--- config.mk ---
export PLATFORM = sky130hd
export DESIGN_NAME = source_comment_stripper_flat
export DESIGN_NICKNAME = d
export VERILOG_FILES = /design/src/rtl/scs_pkg.sv /design/src/rtl/scs_in_if.sv /design/src/rtl/scs_out_if.sv /design/src/rtl/scs_step.sv /design/src/rtl/source_comment_stripper.sv /design/src/flat_wrapper.sv
export SDC_FILE = /design/constraint.sdc
export NUM_CORES = 1
export LEC_CHECK = 0
export ABC_AREA = 1
export CAP_MARGIN = 20
export CORE_MARGIN = 2
export CORE_UTILIZATION = 55
export DETAILED_ROUTE_END_ITERATION = 10
export DONT_BUFFER_PORTS = 1
export PLACE_DENSITY_LB_ADDON = 0.2
export SLEW_MARGIN = 0
export SYNTH_ARGS = -nofsm -noshare
export SYNTH_HDL_FRONTEND = slang
export SYNTH_HIERARCHICAL = 1
export SYNTH_SLANG_ARGS = --single-unit
--- constraint.sdc ---
create_clock -name clk_i -period 4 [get_ports clk_i]
set_input_delay 0.2 -clock clk_i [delete_from_list [all_inputs] [get_ports clk_i]]
set_output_delay 0.2 -clock clk_i [all_outputs]
set_load 0.01 [all_outputs]
--- src/rtl/scs_pkg.sv ---
// Package with the types, character codes and step helpers of the comment stripper.
package scs_pkg;

  // Character codes that steer the scanner.
  localparam logic [7:0] ChQuote  = 8'h27;
  localparam logic [7:0] ChBslash = 8'h5C;
  localparam logic [7:0] ChSlash  = 8'h2F;
  localparam logic [7:0] ChLparen = 8'h28;
  localparam logic [7:0] ChStar   = 8'h2A;
  localparam logic [7:0] ChRparen = 8'h29;
  localparam logic [7:0] ChLf     = 8'h0A;
  localparam logic [7:0] ChCr     = 8'h0D;

  // Depth of the result queue and the width of its pointers and fill count.
  localparam int unsigned FifoDepth = 4;
  localparam int unsigned PtrW      = $clog2(FifoDepth);
  localparam int unsigned CntW      = $clog2(FifoDepth + 1);

  typedef enum logic [2:0] {
    MODE_NORMAL = 3'd0,
    MODE_STRING = 3'd1,
    MODE_LINE   = 3'd2,
    MODE_BLOCK  = 3'd3,
    MODE_BSTAR  = 3'd4
  } scan_mode_e;

  typedef enum logic [1:0] {
    HELD_NONE  = 2'd0,
    HELD_SLASH = 2'd1,
    HELD_PAREN = 2'd2
  } held_opener_e;

  // Scanner state carried from one byte to the next.
  typedef struct packed {
    scan_mode_e   mode;
    held_opener_e held;
    logic         prev_bs;
  } scs_state_t;

  localparam scs_state_t StateReset = '{mode: MODE_NORMAL, held: HELD_NONE, prev_bs: 1'b0};

  // One result item.
  typedef struct packed {
    logic [7:0] out_byte;
    logic       out_valid;
    logic       end_of_text;
  } scs_result_t;

  // Results produced by one input byte, in order, and how many there are.
  typedef struct packed {
    scs_result_t [1:0] res;
    logic [1:0]        num;
  } scs_step_t;

  // Append one text byte to a step's results; a third byte is dropped.
  function automatic scs_step_t put_byte(scs_step_t s, logic [7:0] b);
    scs_step_t r;
    r = s;
    if (s.num < 2'd2) begin
      r.res[s.num[0]] = '{out_byte: b, out_valid: 1'b1, end_of_text: 1'b0};
      r.num           = s.num + 2'd1;
    end
    return r;
  endfunction

  // Byte code of a held opener.
  function automatic logic [7:0] held_char(held_opener_e h);
    logic [7:0] c;
    c = (h == HELD_SLASH) ? ChSlash : ChLparen;
    return c;
  endfunction

endpackage

--- src/rtl/scs_in_if.sv ---
// Input channel of the comment stripper: one raw source byte per transfer.
interface scs_in_if;
  logic       valid;
  logic       ready;
  logic [7:0] in_byte;
  logic       last_byte;

  modport source (output valid, output in_byte, output last_byte, input ready);
  modport sink   (input valid, input in_byte, input last_byte, output ready);
endinterface

--- src/rtl/scs_out_if.sv ---
// Output channel of the comment stripper: one result item per transfer.
interface scs_out_if;
  logic       valid;
  logic       ready;
  logic [7:0] out_byte;
  logic       out_valid;
  logic       end_of_text;

  modport source (output valid, output out_byte, output out_valid, output end_of_text,
                  input ready);
  modport sink   (input valid, input out_byte, input out_valid, input end_of_text,
                  output ready);
endinterface

--- src/rtl/scs_step.sv ---
// Combinational scan step: next state and up to two results for one input byte.
module scs_step (
  input  scs_pkg::scs_state_t state_i,
  input  logic [7:0]          in_byte_i,
  input  logic                last_byte_i,
  output scs_pkg::scs_state_t state_o,
  output scs_pkg::scs_step_t  step_o
);

  scs_pkg::scs_state_t st;
  scs_pkg::scs_step_t  sp;
  logic                quote_open;

  // A quote after a raw backslash is escaped and does not toggle a string.
  assign quote_open = (in_byte_i == scs_pkg::ChQuote) && !state_i.prev_bs;

  always_comb begin
    st = state_i;
    sp = '0;

    // Mode dependent handling of the byte.
    case (state_i.mode)
      scs_pkg::MODE_STRING: begin
        sp = scs_pkg::put_byte(sp, in_byte_i);
        if (quote_open) begin
          st.mode = scs_pkg::MODE_NORMAL;
        end
      end
      scs_pkg::MODE_LINE: begin
        if (in_byte_i == scs_pkg::ChLf || in_byte_i == scs_pkg::ChCr) begin
          sp      = scs_pkg::put_byte(sp, in_byte_i);
          st.mode = scs_pkg::MODE_NORMAL;
        end
      end
      scs_pkg::MODE_BLOCK: begin
        if (in_byte_i == scs_pkg::ChStar) begin
          st.mode = scs_pkg::MODE_BSTAR;
        end
      end
      scs_pkg::MODE_BSTAR: begin
        if (in_byte_i == scs_pkg::ChRparen) begin
          st.mode = scs_pkg::MODE_NORMAL;
        end else if (in_byte_i != scs_pkg::ChStar) begin
          st.mode = scs_pkg::MODE_BLOCK;
        end
      end
      default: begin
        st.mode = scs_pkg::MODE_NORMAL;
        if (state_i.held == scs_pkg::HELD_SLASH && in_byte_i == scs_pkg::ChSlash) begin
          st.held = scs_pkg::HELD_NONE;
          st.mode = scs_pkg::MODE_LINE;
        end else if (state_i.held == scs_pkg::HELD_PAREN && in_byte_i == scs_pkg::ChStar) begin
          st.held = scs_pkg::HELD_NONE;
          st.mode = scs_pkg::MODE_BLOCK;
        end else begin
          // Release the held opener; the byte then opens a string, is held, or passes as text.
          if (state_i.held != scs_pkg::HELD_NONE) begin
            sp = scs_pkg::put_byte(sp, scs_pkg::held_char(state_i.held));
          end
          st.held = scs_pkg::HELD_NONE;
          if (quote_open) begin
            st.mode = scs_pkg::MODE_STRING;
            sp      = scs_pkg::put_byte(sp, in_byte_i);
          end else if (in_byte_i == scs_pkg::ChSlash) begin
            st.held = scs_pkg::HELD_SLASH;
          end else if (in_byte_i == scs_pkg::ChLparen) begin
            st.held = scs_pkg::HELD_PAREN;
          end else begin
            sp = scs_pkg::put_byte(sp, in_byte_i);
          end
        end
      end
    endcase

    st.prev_bs = (in_byte_i == scs_pkg::ChBslash);

    // The last byte flushes a held opener, marks the final result and resets the scan.
    if (last_byte_i) begin
      if (st.held != scs_pkg::HELD_NONE) begin
        sp = scs_pkg::put_byte(sp, scs_pkg::held_char(st.held));
      end
      if (sp.num == 2'd0) begin
        sp.res[0] = '0;
        sp.num    = 2'd1;
      end
      sp.res[sp.num[1]].end_of_text = 1'b1;
      st = scs_pkg::StateReset;
    end
  end

  assign state_o = st;
  assign step_o  = sp;

endmodule

--- src/rtl/source_comment_stripper.sv ---
// Top level of the comment stripper: input register, scan step and result queue.
// A byte's results are offered once it has passed the input register and the result
// queue; a held slash or open paren comes out with the results of the byte after it.
// Throughput: one byte per cycle while the queue has room for two results; a byte with
// two results drains through the single-result port of the four-entry result queue.
// Reset: rst_ni clears the scan state, the input valid flag and the queue state at once.
module source_comment_stripper (
  input  logic       clk_i,
  input  logic       rst_ni,
  scs_in_if.sink     in_i,
  scs_out_if.source  out_o
);

  // Input register.
  logic                      in_vld_q;
  logic [7:0]                in_byte_q;
  logic                      in_last_q;

  // Scan state and step results.
  scs_pkg::scs_state_t       state_q, state_d;
  scs_pkg::scs_step_t        step;

  // Result queue.
  scs_pkg::scs_result_t      fifo_q [scs_pkg::FifoDepth];
  logic [scs_pkg::PtrW-1:0]  wr_ptr_q, rd_ptr_q;
  logic [scs_pkg::CntW-1:0]  cnt_q;
  logic [scs_pkg::PtrW-1:0]  wr_ptr_nx;

  logic fire;
  logic pop;
  logic in_xfer;

  // The byte in the input register is scanned once the queue has room for two results.
  assign fire    = in_vld_q && (cnt_q <= scs_pkg::CntW'(scs_pkg::FifoDepth - 2));
  assign pop     = out_o.valid && out_o.ready;
  assign in_i.ready = !in_vld_q || fire;
  assign in_xfer = in_i.valid && in_i.ready;

  scs_step u_step (
    .state_i     (state_q),
    .in_byte_i   (in_byte_q),
    .last_byte_i (in_last_q),
    .state_o     (state_d),
    .step_o      (step)
  );

  // Input register control.
  always_ff @(posedge clk_i or negedge rst_ni) begin
    if (!rst_ni) begin
      in_vld_q <= 1'b0;
    end else if (in_i.ready) begin
      in_vld_q <= in_i.valid;
    end
  end

  // Input register payload.
  always_ff @(posedge clk_i) begin
    if (in_xfer) begin
      in_byte_q <= in_i.in_byte;
      in_last_q <= in_i.last_byte;
    end
  end

  // Scan state advances with each scanned byte.
  always_ff @(posedge clk_i or negedge rst_ni) begin
    if (!rst_ni) begin
      state_q <= scs_pkg::StateReset;
    end else if (fire) begin
      state_q <= state_d;
    end
  end

  // Queue pointers and fill count.
  assign wr_ptr_nx = wr_ptr_q + scs_pkg::PtrW'(1);

  always_ff @(posedge clk_i or negedge rst_ni) begin
    if (!rst_ni) begin
      wr_ptr_q <= '0;
      rd_ptr_q <= '0;
      cnt_q    <= '0;
    end else begin
      if (fire) begin
        wr_ptr_q <= wr_ptr_q + scs_pkg::PtrW'(step.num);
      end
      if (pop) begin
        rd_ptr_q <= rd_ptr_q + scs_pkg::PtrW'(1);
      end
      cnt_q <= cnt_q + (fire ? scs_pkg::CntW'(step.num) : '0) - scs_pkg::CntW'(pop);
    end
  end

  // Queue storage takes up to two results per scanned byte.
  always_ff @(posedge clk_i) begin
    if (fire && step.num != 2'd0) begin
      fifo_q[wr_ptr_q] <= step.res[0];
    end
    if (fire && step.num == 2'd2) begin
      fifo_q[wr_ptr_nx] <= step.res[1];
    end
  end

  // Head of the queue drives the output channel.
  assign out_o.valid       = (cnt_q != '0);
  assign out_o.out_byte    = fifo_q[rd_ptr_q].out_byte;
  assign out_o.out_valid   = fifo_q[rd_ptr_q].out_valid;
  assign out_o.end_of_text = fifo_q[rd_ptr_q].end_of_text;

  // The queue never holds more results than it has entries.
  assert property (@(posedge clk_i) disable iff (!rst_ni)
    cnt_q <= scs_pkg::CntW'(scs_pkg::FifoDepth))
    else $error("result queue overflow");

  // An opener is only ever held in normal text.
  assert property (@(posedge clk_i) disable iff (!rst_ni)
    state_q.held != scs_pkg::HELD_NONE |-> state_q.mode == scs_pkg::MODE_NORMAL)
    else $error("opener held outside normal text");

  // A last byte always yields at least one result and leaves the scanner reset.
  assert property (@(posedge clk_i) disable iff (!rst_ni)
    fire && in_last_q |-> step.num != 2'd0)
    else $error("last byte produced no result");

  assert property (@(posedge clk_i) disable iff (!rst_ni)
    fire && in_last_q |=> state_q == scs_pkg::StateReset)
    else $error("scan state not reset after last byte");

  // Only the final result of a step may carry the end marker.
  assert property (@(posedge clk_i) disable iff (!rst_ni)
    fire && step.num == 2'd2 |-> !step.res[0].end_of_text)
    else $error("end marker on a non-final result");

endmodule
--- src/flat_wrapper.sv ---
// flat-port wrapper written by rule: the top's interface ports become plain ports
module source_comment_stripper_flat 
  (clk_i, rst_ni, in_i_valid, in_i_in_byte, in_i_last_byte, in_i_ready, out_o_valid, out_o_out_byte, out_o_out_valid, out_o_end_of_text, out_o_ready);
  scs_in_if in_i_i ();
  scs_out_if out_o_i ();
  input  logic clk_i;
  input  logic rst_ni;
  input wire logic [$bits(in_i_i.valid)-1:0] in_i_valid;
  input wire logic [$bits(in_i_i.in_byte)-1:0] in_i_in_byte;
  input wire logic [$bits(in_i_i.last_byte)-1:0] in_i_last_byte;
  output wire logic [$bits(in_i_i.ready)-1:0] in_i_ready;
  output wire logic [$bits(out_o_i.valid)-1:0] out_o_valid;
  output wire logic [$bits(out_o_i.out_byte)-1:0] out_o_out_byte;
  output wire logic [$bits(out_o_i.out_valid)-1:0] out_o_out_valid;
  output wire logic [$bits(out_o_i.end_of_text)-1:0] out_o_end_of_text;
  input wire logic [$bits(out_o_i.ready)-1:0] out_o_ready;
  assign in_i_i.valid = in_i_valid;
  assign in_i_i.in_byte = in_i_in_byte;
  assign in_i_i.last_byte = in_i_last_byte;
  assign in_i_ready = in_i_i.ready;
  assign out_o_valid = out_o_i.valid;
  assign out_o_out_byte = out_o_i.out_byte;
  assign out_o_out_valid = out_o_i.out_valid;
  assign out_o_end_of_text = out_o_i.end_of_text;
  assign out_o_i.ready = out_o_ready;
  source_comment_stripper u_core (.clk_i(clk_i), .rst_ni(rst_ni), .in_i(in_i_i), .out_o(out_o_i));
endmodule
==> After elaboration in Yosys (flattened, before gate mapping) <==
Memory sizes are Yosys's and may differ from the RTL's.
Cells that the tools add are included.
Widths: inputs -> output; s select.
{ "word_totals": {"reg_bits": 23, "n_memories": 1, "inputBits": 13, "ramBits": 40, "out_inout_bits": 12} }
{ "memory_table": {"columns": ["name", "words", "width", "read_ports", "rd_ports_with_merged_regs", "write_ports", "line_no", "source"], "rows": [
  ["u_core.fifo_q", 4, 10, 1, 0, 2, "source_comment_stripper.sv:24", "scs_pkg::scs_result_t fifo_q [scs_pkg::FifoDepth];"]
]} }
{ "op_classes": {"n_lt_le_gt_ge": 9, "n_addsub": 7, "n_reduce_logical": 23, "eq_ne": 21, "muxes": 48} }
{ "op_table": {"columns": ["cell", "count"], "rows": [
  ["$mux 22", 13],
  ["$pmux 22 s3", 1],
  ["$bwmux 20", 3],
  ["$eq 8x6->1 const B", 5],
  ["$mux 12", 3],
  ["$demux 10 s1", 3],
  ["$mux 10", 3],
  ["$mux 3", 7],
  ["$eq 8x4->1 const B", 2],
  ["$pmux 3 s4", 1],
  ["$logic_and 1x1->1", 11],
  ["$mux 2", 5],
  ["$ne 3x2->1 const B", 3],
  ["$add 2x1->2 const B", 4],
  ["$eq 8x7->1 const B", 1],
  ["$mux 4", 2],
  ["$ne 8x6->1 const B", 1],
  ["$eq 3x2->1 const B", 2],
  ["$lt 1x2->1 const B", 3],
  ["$mux 1", 6],
  ["$mux 6", 1],
  ["$reduce_bool 2->1", 3],
  ["$reduce_and 5->1", 1],
  ["$eq 2x1->1 const B", 2],
  ["16 further kinds", 22]
]} }

==> Logic depth before layout (Yosys ltp) <==
Gate-level depths: netlist of the first run.
{ "depth": {"ltp_word": 39, "depth_mapped": 25, "mapped_depth_nobuf": 25} }

==> By module <==
Netlist of the first run, hierarchy kept.
{ "by_module_without_submodules": {"columns": ["mod", "seq_area_each_um2", "cells_per_inst", "area_each_um2", "n_inst"], "rows": [
  ["source_comment_stripper", 1821.7, 334, 3062.9, 1],
  ["scs_step", 0.0, 168, 855.8, 1]
]} }

==> Worst setup path after synthesis of the first run <==
No wires, ideal clock.
{ "synth_timing": {"kind": "register to register", "from": "register u_core.in_byte_q[2]", "to": "register u_core/cnt_q[2] (netlist name)", "n_path_buf": 0, "setup_time_ps": 129, "required_time_ps": 3871, "path_stages_with_launch": 26, "arrival_time_ps": 3184, "setup_slack_ps": 688, "path_cell_list": "edfxtp_1 inv_1 nand2_1 nor2_2 inv_2 nand2_1 nand2_1 nand2_1 nand2_1 nand2_1 nand2_2 ha_1 inv_1 nand2_1 a21oi_1 nand3_1 nand2_1 inv_1 nand2_1 ha_1 inv_1 ha_1 inv_1 fa_1 xnor2_1 xor2_1"} }
{ "synth_lines": {"columns": ["item", "line_no", "source"], "rows": [
  ["from (decl)", "source_comment_stripper.sv:16", "logic [7:0] in_byte_q;"],
  ["from (signal assigned)", "source_comment_stripper.sv:59", "in_byte_q <= in_i.in_byte;"],
  ["to (signal assigned)", "source_comment_stripper.sv:88", "cnt_q <= cnt_q + (fire ? scs_pkg::CntW'(step.num) : '0) - scs_pkg::CntW'(pop);"],
  ["to (decl)", "source_comment_stripper.sv:26", "logic [scs_pkg::CntW-1:0] cnt_q;"]
]} }

==> run metrics, run 1 <==
Mapped Area=3920 µm²; synthesis-to-layout area growth=9.13%; Setup violations, final=0; final period utilization=93.1%; largest net degree at the start of global routing=29; Worst-path clk slew=about 70 ps; CP delay by family, top=simple AND/OR/NAND/NOR gates; cell breakdown of the critical path=inv_1, nand2_1, nor2_2, inv_2, nand2_1, nand2_1, nand2_1, nand2_1, nand2_1, nand2_2, ha_1, or2_4, nand3_1, nand2_1, inv_1, nand2_1, ha_1, inv_1, ha_1, inv_1, fa_1, xnor2_1, xor2_1; clock sink count=between 60 and 70; Mean Syn Cell Area=roughly 8 µm²; slowest cell on the critical path=edfxtp_1; Clk pwr share=a little over an eighth; Most used DFF post-synth=edfxtp_1; DR iter-0 viols=~330; Worst-Margin Slew=962 ps; Pint=1.98 mW; diode count=0; synth warn=6; first-pass GRT wire length=around 15,000 µm; nets=528; share of layout cells above drive strength 1=a little under an eighth; CTS Buf Count=9; Vias=3,405; Max H-tree Level=3; Max-slew headroom=35.6%; critical path required time=4260 ps; final wirelength=between 9000 and 10,000 µm; core area=slightly below 7000 µm²; Die X-Extent=around 88 µm; Mapped Cells=around 500; CTS tree=done; dpl cells=583; CP peak stage delay=roughly 450 ps; top cell type's share of synthesized area=about 38%; FF+latch count, synth=between 60 and 70; Fillers=634; synth unique cells=33; grt ovf=0; post-synth top area cell=edfxtp_1; root buf cell=clkbuf_8; maximum vdd drop=0.000462 V; Comb power frac=between 50% and 60%; switch share=47.8%; Post-Syn Nets=approximately 520; outcome=complete, no violations; number of port buffers=0; Seq pwr share=between 30 and 40%; Post-synth EDFFs=49; Seq. cell area=between 1500 and 2000 µm²; skew final=between 6 and 7 ps; Die Area=roughly 7800 µm²; power per cell area=a little under 900 nW/µm²; Most common cell on crit path=nand2_1; Hold WS=between 80 and 90 ps; WS Path Type=reg -> reg; LEAKAGE=approximately 2.0 nW; Max-Cap Viols=0; sw power=around 1.8 mW; crit path time final=about 3700 ps; residual DRC count=0; final core occ=a little over three fifths; CP Buf/Inv Count=5; initial antenna violation count=0; Hold Path Class=in -> reg; Sum Neg Setup Slack=0 ps; vias in the first global route=about 3,200; All-Layer GR Usage=26.0%; ANT nets after route=0; Via density=between 5 and 6; FMAX=between 0.2 and 0.3 GHz; Worst Setup End Kind=flip-flop; largest cells by area after synthesis=edfxtp_1, nand2_1, dfrtp_1; Worst Setup Start Kind=flip-flop; drt wl/cell=~15 µm; arrival time worst endpoint=3990 ps; die height=88.4 µm; I/O pin count=25; worst skew pair latency=340 ps; share of flip-flops with an asynchronous set or reset=between 20 and 25%; routability cong.=about 1; crit-path max FO=5; most frequent cell after synthesis=nand2_1; setup repair after global routing missed its margin=false; multi-input logic area=about 1800 µm²; Worst Slack Setup Final=276 ps; Layout Cells excl Fill=between 600 and 700; Seq/Total Area, Yosys=a little under half; dpl hpwl=~6600 µm; Place WS=between 150 and 200 ps; top cells by count, synth=nand2_1, nand3_1, edfxtp_1; Cell Rows=30; Max Slew Vio Count=0; Final Hold Vio Count=0; Initial Utilization=around 57%; clock buffer depth=2; drt pass-1 iters=5
-- placed cells by master, fill, tap and decap left out, drive strengths merged --
cell type / n
a21o: 1
a21oi: 10
a22o: 1
buf: 6
bufinv: 1
clkbuf: 10
clkinv: 3
clkinvlp: 1
dfrtp: 14
dlygate4sd3: 11
edfxtp: 49
fa: 1
ha: 5
inv: 52
nand2: 171
nand3: 63
nand4: 3
nor2: 53
nor3: 4
nor4: 2
o2111ai: 2
o21ai: 35
o22ai: 10
or2: 1
xnor2: 1
xor2: 3
-- flip-flops by register name (all words and copies together) (netlist names) --
register and count:
u_core/in_vld_q 1, u_core/wr_ptr_q 2, u_core/fifo_q 40, u_core/state_q 6
u_core/in_byte_q 8, u_core/in_last_q 1, u_core/cnt_q 3, u_core/rd_ptr_q 2
-- power by group through the flow --
stage	sequential, mW	clock [mW]	combinational [mW]
4_1_cts	1.23	0.526	2.02
3_5_place_dp	1.24	0	2.00
3_3_place_gp	1.24	0	1.96
6_report	1.23	0.512	2.05
2_1_floorplan	1.17	0	1.64
5_1_grt	1.25	0.551	2.34
-- per-stage QoR --
stage	total power [mW]	area, µm²
floorplan	2.81	3920
global placement	3.20	3970
detailed placement	3.24	3970
CTS	3.77	4260
global route	4.14	4280
finish	3.79	4280
-- area by class of cell --
| class | instances | share of cell area (%) |
|---|---|---|
| clock buffer | 10 | 2.98 |
| multi-input combinational | 366 | 42.2 |
| tap | 96 | 2.81 |
| sequential | 63 | 42.6 |
| timing repair buffer | 17 | 3.63 |
| inverter | 52 | 4.56 |
| clock inverter | 5 | 1.17 |
-- layer usage --
metal  wire (µm)  global-route usage (%)
met1        3910                    34.2
met2        4370                    42.4
met5           0                       0
met4         251                    11.7
met3         541                    4.48
-- kinds of logic (layout without fill, tap and decap cells) --
family,Yosys count,after routing,share of synthesized area (%)
AND/OR/NAND/NOR,297,297,34.3
buffers and inverters,73,84,7.89
flip-flops,63,63,46.5
AO/OA/AOI/OAI,59,59,8.30
adder cells (fa/ha/maj),6,6,2.11
XOR/XNOR,4,4,0.894
-- final timing paths --
kind                                     start                 end  slack, ps  cells past startpoint
max                        u_core/in_byte_q[0]     u_core/cnt_q[2]        280                     23
min                                out_o_ready  u_core/rd_ptr_q[0]         80                      2
max reg2reg                u_core/in_byte_q[0]     u_core/cnt_q[2]        280                     23
min reg2reg                    u_core/cnt_q[2]     u_core/cnt_q[2]        510                      1
max in group asynchronous               rst_ni   u_core/state_q[2]       3270                      1
min in group asynchronous               rst_ni  u_core/wr_ptr_q[0]        320                      1
-- what timing repair did --
action                                  CTS  global route
hold buffers                             11             0
setup buffers                             0             0
hold endpoints to repair                 24             0
resized for setup                         0             5
endpoints found under the setup margin    0            60
Power figures use the tool's default switching activity.
==> inputs of run 2 (changes only) <==
Settings changed: CORE_UTILIZATION 55 to 64, SLEW_MARGIN 0 to 40, TNS_END_PERCENT from default to 50.
==> run 2 against run 1 <==
Against the previous run: setup slack lost 48 ps; maximum frequency shrank 1.3%; combinational power grew 3%; critical path type unchanged; power grew 4.5%; global-route usage grew 3.4 points; cell count shrank 3.3%; via count shrank 0.53%.
==> run metrics, run 2 (synthesized netlist as in run 1, its figures left out) <==
skew final=roughly 4.5 ps; die height=82.3 µm; final wirelength=a little over 9000 µm; vias in the first global route=~3,100; WS Path Type=reg -> reg; final core occ=approximately 73%; crit-path max FO=5; final period utilization=94.3%; CTS Buf Count=9; Die X-Extent=roughly 82 µm; Vias=~3,400; outcome=complete, no violations; CP peak stage delay=450 ps; share of layout cells above drive strength 1=between 10% and 20%; arrival time worst endpoint=4020 ps; clock sink count=63; Cell Rows=28; Worst Setup Start Kind=flip-flop; Hold Path Class=in -> reg; synthesis-to-layout area growth=9.96%; routability cong.=a little over 0.9; nets=between 500 and 600; Via density=5.75; root buf cell=clkbuf_8; Max-Cap Viols=0; crit path time final=~3800 ps; Post-CTS Repair Setup Buffers=0; setup repair after global routing missed its margin=false; largest net degree at the start of global routing=29; slowest cell on the critical path=fa_1; Max H-tree Level=3; drt wl/cell=15.5 µm; CTS tree=done; Biggest register=u_core/fifo_q; Max Slew Vio Count=0; Worst Setup End Kind=flip-flop; Final Hold Vio Count=0; core area=5920 µm²; Die Area=slightly below 7000 µm²; Worst-path clk slew=70 ps; DR iter-0 viols=571; ANT nets after route=0; critical path required time=about 4300 ps; drt pass-1 iters=6; cell breakdown of the critical path=inv_1, nand2_1, nor2_4, inv_2, nand2_1, nand2_1, nand2_1, nand2_1, nand2_1, nand2_2, ha_1, or2_4, nand3_1, nand2_1, inv_1, nand2_1, ha_1, inv_1, ha_1, inv_1, fa_1, xnor2_2, xor2_1; maximum vdd drop=0.000597 V; All-Layer GR Usage=between 20 and 30%; biggest registers after layout=u_core/fifo_q: 40 flops, u_core/in_byte_q: 8 flops, u_core/state_q: 6 flops; LEAKAGE=approximately 2.0 nW; initial antenna violation count=0; Setup violations, final=0; worst skew pair latency=approximately 340 ps; CP Buf/Inv Count=5; clock buffer depth=2; CP delay by family, top=simple AND/OR/NAND/NOR gates; dpl hpwl=6750 µm; diode count=0; commonest non-fill, non-tap cells in the layout=nand2_1, nand3_1, edfxtp_1; number of port buffers=0; Worst-Margin Slew=about 900 ps; Initial Utilization=about 66%; FMAX=around 0.27 GHz; Sum Neg Setup Slack=0 ps; Max-slew headroom=41.5%; max reg flops=40; I/O pin count=25; Most common cell on crit path=nand2_1; grt ovf=0; first-pass GRT wire length=between 10,000 and 15,000 µm; power per cell area=just over 900 nW/µm²; residual DRC count=0; leading cell type in the layout, fill and taps excluded=nand2_1
==> run 2: changes by cell type in the layout (fill, tap and decap cells not counted), sizes merged <==
cell	previous run	this run
bufinv	1	2
clkbuf	10	11
clkinv	3	2
==> run 2: final timing paths <==
kind | from | to | slack [ps] | cells past startpoint
worst max-delay path | u_core/in_byte_q[2] | u_core/cnt_q[2] | 230 | 23
min in group asynchronous | rst_ni | u_core/rd_ptr_q[1] | 320 | 1
max in group asynchronous | rst_ni | u_core/state_q[5] | 3270 | 1
worst max register to register | u_core/in_byte_q[2] | u_core/cnt_q[2] | 230 | 23
worst min-delay path | out_o_ready | u_core/rd_ptr_q[0] | 100 | 2
worst min register to register | u_core/cnt_q[0] | u_core/cnt_q[0] | 550 | 1
==> run 2: through the flow <==
step	std cells	area [µm²]	total power [mW]	worst slack (ps)	hold WS, ps
floorplan	502	3920	2.81	688	-95.6
global placement	562	3940	3.19	408	-95.4
detailed placement	562	3950	3.27	162	-95.4
CTS	589	4280	3.90	158	80.4
global route	589	4310	4.31	24.5	109
finish	589	4310	3.96	228	97.8
==> run 2: area by class of cell <==
class                      count  area (µm²)
clock inverter                 5        81.3
tap                           75        93.8
multi-input combinational    366        1820
timing repair buffer          17         155
clock buffer                  11         141
inverter                      52         195
fill                         471        1610
sequential                    63        1820
==> run 2: worst reg2reg max path, stage by stage, from the launching register on <==
cell and delay, ps:
edfxtp_1 420, inv_1 140, nand2_1 130, nor2_4 180
inv_2 50, nand2_1 70, nand2_1 70, nand2_1 60
nand2_1 120, nand2_1 150, nand2_2 90, ha_1 310
or2_4 270, nand3_1 80, nand2_1 50, inv_1 90
nand2_1 70, ha_1 280, inv_1 60, ha_1 130
inv_1 50, fa_1 450, xnor2_2 170, xor2_1 200
==> run 2: repair_timing <==
action                                  in CTS  in global routing
hold buffers                                11                  0
resized for setup                            0                  6
hold endpoints to repair                    24                  0
endpoints found under the setup margin       0                 42
==> run 2: per-layer routing <==
metal	routed length, µm	vias to the layer above	global-route usage, %
li1	-	1666	-
met1	3870	1564	38.0
met2	4490	138	49.1
met4	158	0	9.33
met5	0	-	0
met3	594	19	6.41
==> run 2: power breakdown <==
part / internal (mW) / switching (mW)
clock network: 0.368 / 0.245
registers: 1.08 / 0.147
logic: 0.638 / 1.48
total: 2.09 / 1.87
==> inputs of run 3 (changes only) <==
Settings changed: GPL_TIMING_DRIVEN from default to 0, SKIP_CTS_REPAIR_TIMING from default to 1.
==> run 3 against run 2 <==
Against the previous run: flip-flop and latch count did not move; die area did not move; hold slack got worse by 100 ps; largest power group unchanged; global-route usage rose by 1.7 points; the flow now finishes with violations (negative hold slack); maximum frequency fell by 0.74%; largest cell class unchanged; clock power fell by 2%; critical path type unchanged; setup slack got worse by 28 ps; combinational power rose by 6%; cell area rose by 1.1%.
==> run metrics, run 3 (synthesized netlist as in run 1, its figures left out) <==
DR iter-0 viols=around 570; Die X-Extent=just over 80 µm; All-Layer GR Usage=around 31%; Worst Slack Setup Final=200 ps; Max-Cap Viols=0; grt ovf=0; Placed Area=~4000 µm²; I/O pin count=25; Sum Neg Setup Slack=0 ps; diode count=0; maximum vdd drop=roughly 0.00054 V; nets=roughly 540; Stages on worst setup path=21; crit-path max FO=5; first-pass GRT wire length=~16,000 µm; crit path time final=~3800 ps; core area=between 5000 and 6000 µm²; Worst-Margin Slew=between 600 and 700 ps; CTS Buf Count=9; vias in the first global route=approximately 3,400; ANT nets after route=0; leading cell type in the layout, fill and taps excluded=nand2_1; Setup violations, final=0; FMAX=~0.26 GHz; outcome=finished with violations; power per cell area=roughly 930 nW/µm²; Initial Utilization=around 66%; final period utilization=between 90% and 100%; share of layout cells above drive strength 1=roughly 14%; CTS tree=done; drt pass-1 iters=6; clock sink count=63; number of port buffers=0; residual DRC count=0; CP peak stage delay=460 ps; biggest registers after layout=u_core/fifo_q: 40 flops, u_core/in_byte_q: 8 flops, u_core/state_q: 6 flops; skew final=about 15 ps; Vias=between 3,000 and 4,000; CP Buf/Inv Count=4; violated checks=negative hold slack; dpl hpwl=around 7300 µm; max reg flops=40; Max-slew headroom=roughly 57%; dpl cells=between 500 and 600; Worst Setup Start Kind=flip-flop; slowest cell on the critical path=edfxtp_1; CP delay by family, top=simple AND/OR/NAND/NOR gates; Max Slew Vio Count=0; commonest non-fill, non-tap cells in the layout=nand2_1, nand3_1, edfxtp_1; critical path required time=~4300 ps; final core occ=between 70% and 80%; hold path depth=2; Via density=roughly 6; drt wl/cell=~16 µm; root buf cell=clkbuf_8; largest net degree at the start of global routing=15; arrival time worst endpoint=just over 4000 ps; die height=approximately 82 µm; Die Area=between 6000 and 7000 µm²; LEAKAGE=roughly 2 nW; Reg2Reg Depth=21; Hold Path Class=in -> reg; Cell Rows=28; R2R setup slack=roughly 200 ps; final wirelength=about 10000 µm; Hold WS=-5.50 ps; Biggest register=u_core/fifo_q; Worst-path clk slew=about 80 ps; Finished Cell Area=4360 µm²; clock buffer depth=2; synthesis-to-layout area growth=11.2%; Max H-tree Level=3; cell breakdown of the critical path=nand2_1, nor2_1, o21ai_0, nand4_1, nand3_2, nand2_2, ha_1, inv_1, nand2_1, a21oi_4, nand3_1, nand2_1, inv_1, nand2_1, ha_1, inv_1, ha_1, inv_1, fa_1, xnor2_1, xor2_1; routability cong.=about 0.93; worst skew pair latency=~340 ps; setup repair after global routing missed its margin=false; Layout Cells excl Fill=about 600; Place WS=1.18 ps; Final Hold Vio Count=1; Worst Setup End Kind=flip-flop; WS Path Type=reg -> reg; initial antenna violation count=0
==> run 3: final timing paths <==
path                                           end                start
worst max-delay path               u_core/cnt_q[2]  u_core/in_byte_q[3]
worst min-delay path               u_core/in_vld_q           in_i_valid
worst max register to register     u_core/cnt_q[2]  u_core/in_byte_q[3]
worst min register to register     u_core/cnt_q[2]      u_core/cnt_q[2]
max in group asynchronous       u_core/wr_ptr_q[1]               rst_ni
min in group asynchronous        u_core/state_q[5]               rst_ni
==> run 3: routing by layer <==
metal / vias to the layer above / share of wire (%) / routed length (µm) / GRT usage, %
met5: - / 0 / 0 / 0
li1: 1695 / - / - / -
met4: 0 / 2.4 / 240 / 12.3
met3: 35 / 6.5 / 637 / 6.30
met1: 1643 / 41 / 4010 / 37.9
met2: 196 / 51 / 4990 / 53.6
==> run 3: final cells by class <==
| cell class | instances | area (µm²) |
|---|---|---|
| multi-input cells | 366 | 1820 |
| plain buffers | 21 | 114 |
| flip-flops and latches | 63 | 1820 |
| clock buffers | 10 | 128 |
| inverters | 52 | 195 |
| repair buffers | 10 | 100 |
| well taps | 75 | 93.8 |
| fillers | 474 | 1560 |
| clock inverters | 6 | 85.1 |
==> run 3: stage by stage <==
| step | power, mW | hold slack [ps] |
|---|---|---|
| 2_1_floorplan | 2.81 | -95.6 |
| 3_3_place_gp | 3.21 | -95.3 |
| 3_5_place_dp | 3.35 | -95.4 |
| 4_1_cts | 3.96 | -467 |
| 5_1_grt | 4.36 | 0.0925 |
| 6_report | 4.04 | -5.50 |
==> run 3: power by group <==
part / switching, mW / internal [mW] / total [mW]
Combinational: 1.57 / 0.666 / 2.24
Clock: 0.251 / 0.349 / 0.600
Sequential: 0.116 / 1.08 / 1.20
